## src/rtl/core/lrc_pkg.sv

```systemverilog
// ----------------------------------------------------------------------------
// lrc_pkg: shared types and constants of the canvas rasterizer
// Command codes, controller states, and the command and status bundles that
// join the controller to the datapath.
// ----------------------------------------------------------------------------
package lrc_pkg;

   localparam int CANVAS_WIDTH_DEF  = 64;
   localparam int CANVAS_HEIGHT_DEF = 64;
   localparam int ROW_BITS          = 64;   // one word per canvas row
   localparam int COORD_W           = 11;   // signed plot coordinates
   localparam int DIST_W            = 9;    // line span magnitudes
   localparam int REQ_W             = 48;
   localparam int RSP_W             = 72;

   typedef enum logic [2:0] {
      OP_CLEAR  = 3'd0,
      OP_LINE   = 3'd1,
      OP_RECT   = 3'd2,
      OP_CIRCLE = 3'd3,
      OP_READ   = 3'd4
   } op_type;

   typedef enum logic [3:0] {
      ST_WIPE,    // clearing pass after reset
      ST_IDLE,
      ST_DECODE,
      ST_CLEAR,
      ST_SEG,     // set up one line segment
      ST_LPT,     // form the next line point
      ST_PRD,     // plot: read the row
      ST_PWR,     // plot: write the row back
      ST_LADV,
      ST_CSET,
      ST_CPT,     // form one of the eight circle points
      ST_CADV,
      ST_CSQ,     // walk the rounded square root down
      ST_ROW,
      ST_RCAP,
      ST_DONE
   } state_type;

   typedef struct packed {
      logic accept;
      logic clr_write;
      logic seg_setup;
      logic seg_next;
      logic lpt;
      logic ladv;
      logic circ_setup;
      logic circ_pt;
      logic circ_padv;
      logic circ_step;
      logic circ_dec;
      logic plot_rd;
      logic plot_wr;
      logic row_rd;
      logic row_cap;
      logic finish;
   } cmd_type;

   typedef struct packed {
      op_type op;
      logic   clr_last;
      logic   in_range;
      logic   line_last;
      logic   seg_last;
      logic   pt_last;
      logic   sq_dec;
      logic   circ_cont;
      logic   out_free;
   } status_type;

endpackage

```

## src/rtl/core/lrc_ctrl.sv

```systemverilog
// ----------------------------------------------------------------------------
// lrc_ctrl: command sequencer
// Steps through clear sweeps, line and rectangle walks, the circle walk and
// row reads, issuing one datapath command group per cycle.
// ----------------------------------------------------------------------------
module lrc_ctrl (
   input  logic               clock,
   input  logic               reset,
   input  logic               req_tvalid,
   output logic               req_tready,
   input  lrc_pkg::status_type status,
   output lrc_pkg::cmd_type    cmd
);
   import lrc_pkg::*;

   state_type state_ff, state_in;

   always_ff @(posedge clock) begin
      if (reset) begin
         state_ff <= ST_WIPE;
      end else begin
         state_ff <= state_in;
      end
   end

   always_comb begin
      state_in   = state_ff;
      cmd        = '0;
      req_tready = 1'b0;
      case (state_ff)
         ST_WIPE: begin
            cmd.clr_write = 1'b1;
            if (status.clr_last) begin
               state_in = ST_IDLE;
            end
         end
         ST_IDLE: begin
            req_tready = 1'b1;
            if (req_tvalid) begin
               cmd.accept = 1'b1;
               state_in   = ST_DECODE;
            end
         end
         ST_DECODE: begin
            case (status.op)
               OP_CLEAR:          state_in = ST_CLEAR;
               OP_LINE, OP_RECT:  state_in = ST_SEG;
               OP_CIRCLE:         state_in = ST_CSET;
               OP_READ:           state_in = ST_ROW;
               default:           state_in = ST_DONE;
            endcase
         end
         ST_CLEAR: begin
            cmd.clr_write = 1'b1;
            if (status.clr_last) begin
               state_in = ST_DONE;
            end
         end
         ST_SEG: begin
            cmd.seg_setup = 1'b1;
            state_in      = ST_LPT;
         end
         ST_LPT: begin
            cmd.lpt  = 1'b1;
            state_in = ST_PRD;
         end
         ST_PRD: begin
            cmd.plot_rd = 1'b1;
            if (status.in_range) begin
               state_in = ST_PWR;
            end else if (status.op == OP_CIRCLE) begin
               state_in = ST_CADV;
            end else begin
               state_in = ST_LADV;
            end
         end
         ST_PWR: begin
            cmd.plot_wr = 1'b1;
            state_in    = (status.op == OP_CIRCLE) ? ST_CADV : ST_LADV;
         end
         ST_LADV: begin
            if (!status.line_last) begin
               cmd.ladv = 1'b1;
               state_in = ST_LPT;
            end else if (status.op == OP_RECT && !status.seg_last) begin
               cmd.seg_next = 1'b1;
               state_in     = ST_SEG;
            end else begin
               state_in = ST_DONE;
            end
         end
         ST_CSET: begin
            cmd.circ_setup = 1'b1;
            state_in       = ST_CPT;
         end
         ST_CPT: begin
            cmd.circ_pt = 1'b1;
            state_in    = ST_PRD;
         end
         ST_CADV: begin
            if (!status.pt_last) begin
               cmd.circ_padv = 1'b1;
               state_in      = ST_CPT;
            end else begin
               cmd.circ_step = 1'b1;
               state_in      = ST_CSQ;
            end
         end
         ST_CSQ: begin
            if (status.sq_dec) begin
               cmd.circ_dec = 1'b1;
            end else if (status.circ_cont) begin
               state_in = ST_CPT;
            end else begin
               state_in = ST_DONE;
            end
         end
         ST_ROW: begin
            cmd.row_rd = 1'b1;
            state_in   = ST_RCAP;
         end
         ST_RCAP: begin
            cmd.row_cap = 1'b1;
            state_in    = ST_DONE;
         end
         ST_DONE: begin
            if (status.out_free) begin
               cmd.finish = 1'b1;
               state_in   = ST_IDLE;
            end
         end
         default: begin
            state_in = ST_IDLE;
         end
      endcase
   end

endmodule

```

## config.mk

```make
export PLATFORM = sky130hd
export DESIGN_NAME = lrc_ctrl
export DESIGN_NICKNAME = d
export VERILOG_FILES = /design/src/rtl/core/lrc_pkg.sv /design/src/rtl/core/lrc_ctrl.sv
export SDC_FILE = /design/constraint.sdc
export NUM_CORES = 1
export LEC_CHECK = 0
export ABC_AREA = 1
export BUFFER_PORTS_ARGS = -buffer_cell sky130_fd_sc_hd__buf_2
export CAP_MARGIN = 20
export CORE_MARGIN = 2
export CORE_UTILIZATION = 48
export DETAILED_ROUTE_END_ITERATION = 8
export PLACE_DENSITY = 0.92
export RECOVER_POWER = 25
export SYNTH_ARGS = -nofsm -noshare
export SYNTH_HDL_FRONTEND = slang
export SYNTH_SLANG_ARGS = --single-unit
```

## constraint.sdc

```tcl
create_clock -name clock -period 1.88 [get_ports clock]
set_input_delay 0.094 -clock clock [delete_from_list [all_inputs] [get_ports clock]]
set_output_delay 0.094 -clock clock [all_outputs]
set_load 0.1 [all_outputs]
```

Word-level counts from Yosys, hierarchy flattened

Cells that the tools add are included.

Register bits: 4
Bits in latches: 0
Memory bits (writable): 0
Memory bits (read-only): 0
Input port bits: 14
Output and inout bits: 17
Word-level logic and storage cells: 70
Memories: 0

Add/sub/neg operators: 0
$mul: 0
Divide/modulo/power cells: 0
$lt $le $gt $ge: 0
Equality and inequality tests: 24
Shift-type cells: 0
Muxes and demuxes: 37
Bitwise logic cells: 0
Reduce and logical (&&, ||, !) cells: 8

Operators by type and width:

| kind               | number |
|---|---|
| $pmux 4 s15        | 1 |
| $eq 4x4->1 const B | 8 |
| $mux 4             | 8 |
| $mux 1             | 23 |
| $eq 4x3->1 const B | 4 |
| $pmux 4 s4         | 1 |
| $ne 2x2->1 const B | 5 |
| $eq 4x2->1 const B | 2 |
| $eq 3x2->1 const B | 2 |
| $mux 3             | 2 |
| $reduce_or 2->1    | 3 |
| $reduce_and 5->1   | 1 |
| $eq 4x1->1 const B | 1 |
| $logic_not 4->1    | 1 |
| $mux 2             | 2 |
| $eq 3x1->1 const B | 1 |
| $eq 3x3->1 const B | 1 |
| $logic_not 3->1    | 1 |
| $logic_and 1x1->1  | 1 |
| $logic_not 1->1    | 1 |

Logic depth before layout (Yosys ltp)

Word-level depth: 5
Gate-level depth with buffers: 10
Gate-level depth less buffers: 10

Worst setup path before layout

OpenSTA, ideal clock, no wires.

Path type: reg-to-output
From: register state_ff[3]
To: output cmd[12] (netlist bit)
Arrival: 2.778 ns
Data required time: 1.786 ns
Path slack: -0.992 ns
Stages on the path, launching flop included: 5
Path buffers: 0
Path through: dfxtp_1 > inv_1 > nor2_1 > nand3_1 > nor3_1

RTL lines:

| item                   | RTL line       | source |
|---|---|---|
| from (decl)            | lrc_ctrl.sv:16 | `state_type state_ff, state_in;` |
| from (signal assigned) | lrc_ctrl.sv:22 | `state_ff <= state_in;` |
| to (decl)              | lrc_ctrl.sv:12 | `output lrc_pkg::cmd_type cmd` |

==> flow_summary.toml <==
[outcome]
outcome = "finished clean"

[setup_path]
r2r-start = "state_ff[1]"
critical_path.top_delay_family = "simple AND/OR/NAND/NOR gates"
cp_slowest_stage_delay_ns = 0.42
end_kind = "output port"
rrSetupSlack_ns = 0.41
worst_ep_required_time_ns = 1.79
crit_path_top_delay_cell = "buf_2"
cell_depth_of_the_worst_flop_to_flop_path = 10
r2r-end = "state_ff[2]"
cp.buffers_inverters = 2
worstSetupPathType = "flip-flop to output port"
crit_path_start_kind = "flip-flop"
critical_path.cell_chain = "inv_1 > nor2_1 > nand2_1 > nor2_2 > buf_2"
cp.arrival_ns = 1.64
critPathMaxFanout = 5

[grt]
grt_pass1_wl_um = 2566
groute.usage.overall = 0.2282
grt_pass1_vias = 663
maximum_number_of_pins_on_one_net_before_global_route_repair = 9
grt-ovfl-total = 0
number_of_antenna_violations_at_the_first_check_in_global_routing = 0

[synth]
yosys_warnings = 0
seq_area_frac_synth = 0.1275
synth.cells.most_frequent = "nand2_1 (42), inv_1 (20), nor2_1 (20)"
synth.lib_cells_used.distinct = 18
ys_ff_latch = 4
post-synth-top-area-fraction = 0.2510
syn_inst = 129
syn_nets = 143
yosys_most_used_dff = "dfxtp_1"
synthesis.area_per_instance_um2 = 4.869
async_reset_ff_frac = 0
synth_most_common_cell = "nand2_1"
number_of_synthesized_flops_with_an_enable_pin = 0
synth_top_cells_by_area = "nand2_1 (25%), dfxtp_1 (13%), inv_1 (12%), nor2_1 (12%), nand3_1 (10%)"
yosysTopAreaCell = "nand2_1"
synthesis.area_um2 = 628.1

[power_and_ir_drop]
seqPwrFrac = 0.127
internal_power_mw = 0.3907
combinational_share_of_power = 0.788
p_switching_mw = 0.8298
p_per_area_nw_per_um2 = 1418
power.share.clock = 0.085
switching_share = 0.6799
total_leakage_power_nw = 0.5672
total_power_mw = 1.221
power.ir.vdd_worst_v = 0.0009200

[route]
detailedRoute.firstIterationViolations = 27
average_routed_wire_per_standard_cell_um = 9.508
route.vias.total = 888
vias_per_cell = 5.017
totalWireLength_um = 1683
drt_drc_violations_left = 0
drt_first_pass_iters = 4
detail-route-antenna-nets = 0

[clock_tree]
clk-insertion-delay-late_ns = 0.23
cts_tree = "done"
clock_sink_count = 4
root_buffer = "clkbuf_4"
post_cts.repair.setup_buffers = 0
cts_max_level = 1
clk_transition_reported_paths_ns = 0.04
numCtsBuffers = 3
ctsLongestPathBuffers = 2

[worst_hold_path]
worst_hold_path_type = "input port to flip-flop"
hold_depth = 2
hold_path_end = "state_ff[2]"
holdCritStartpoint = "reset"

[sta]
fin_skew_ns = 0.001210
timing_worst_slew_pin_value_ns = 0.5426
max_freq_mhz = 577.1
hold_ws_ns = 0.06070
slew_viol_final = 0
final.setup.tns_ns = 0
timing.final.setup_violations = 0
timing.final.crit_period_ns = 1.733
rsz0062_at_grt = "false"
final-hold-violation-count = 0
setup_ws_ns = 0.1471
finalCritPeriodShare = 0.9218
slew_headroom = 0.6398

[cells_and_area]
post_route_non_filler_standard_cell_count = 177
flow.area_growth_from_synthesis_pct = 37.05
fraction_of_final_layout_cells_sized_beyond_drive_strength_1 = 0.3457
biggestRegsByFlops = "state_ff x4"
fin_area_um2 = 860.8
nFillCells = 124
largest_reg_flops = 4
postLayoutCoreUtil = 0.6873
multi_input_area_um2 = 481.7
layout.area.seq_um2 = 80.08
insertedDiodeCount = 0
registers.top_by_ff_count = "state_ff"
nNetsFinal = 178

[placed_design]
hpwl_um = 1460
numPortBuffers = 30
finalWeightedCongestion = 0.9660
dpl_cell_area_um2 = 838.3
worst_setup_slack_after_placement_ns = 0.3485
placed_cells = 174

[floorplan]
die-width_um = 40.18
coreArea_um2 = 1252
floorplan.io_pins = 31
die-area_um2 = 1614
die_height_um = 40.18
floorplan.initialDensity = 0.5015
num_rows = 13

[job]
cap_violations = 0
cells by family after synthesis:
| family | Yosys count | synth area share |
|---|---|---|
| buffers and inverters | 28 | 0.1673 |
| flip-flops | 4 | 0.1275 |
| AND/OR/NAND/NOR | 88 | 0.6215 |
| AO/OA/AOI/OAI | 9 | 0.08366 |
worst max-delay path by stage:
stage              end  slack [ns]  depth (start not counted)   startpoint
2_1_floorplan  cmd[12]       -0.15                          4  state_ff[3]
3_3_place_gp   cmd[12]        0.43                          5  state_ff[3]
3_5_place_dp   cmd[12]        0.35                          5  state_ff[3]
4_1_cts        cmd[12]        0.09                          5  state_ff[3]
5_1_grt        cmd[10]        0.04                          5  state_ff[3]
6_report       cmd[10]        0.15                          5  state_ff[3]
cell usage in the layout, fill, tap and decap left out, types with 2 or more instances in the layout:
cell,Yosys,final
o211ai_1,2,2
inv_2,8,8
nor2_2,3,5
clkbuf_4,0,4
o21ai_0,2,2
nand3_2,2,2
nand2_2,2,3
dfxtp_1,4,4
a21oi_1,4,4
nor2_1,20,16
nor2_4,1,3
inv_1,20,20
clkbuf_2,0,2
nand2_1,42,41
nand3_1,13,13
buf_2,0,27
per-layer routing:
layer	wire (µm)	track usage
met1	737	0.3067
met2	861	0.3831
met3	63	0
met4	21	0.1000
met5	0	0
final cells by class:
| cell class | count | share of cell area |
|---|---|---|
| clock buffers | 3 | 0.02616 |
| flip-flops and latches | 4 | 0.09302 |
| inverters | 28 | 0.1221 |
| multi-input cells | 97 | 0.5596 |
| well taps | 15 | 0.02180 |
| repair buffers | 30 | 0.1773 |
what timing repair did:
action,in CTS,in global routing
hold endpoints to repair,0,0
resized for setup,0,1
hold buffers,0,0
setup endpoints to repair,0,1
power groups by stage:
stage | logic (mW) | registers, mW | clock network [mW]
3_3_place_gp | 0.946 | 0.154 | 0
2_1_floorplan | 0.809 | 0.151 | 0
4_1_cts | 0.959 | 0.156 | 0.112
3_5_place_dp | 0.957 | 0.157 | 0
5_1_grt | 1.03 | 0.162 | 0.112
6_report | 0.961 | 0.155 | 0.104
worst register-to-register path, stage by stage (launching register included):
cell,delay (ns)
dfxtp_1,0.45
inv_2,0.06
nor2_1,0.22
nand2_1,0.14
nor2_1,0.11
nand2_1,0.06
nand2_1,0.08
inv_1,0.04
nand3_1,0.08
nand2_1,0.06
a21oi_1,0.11
Note: power is estimated with default switching activity, not from simulation.
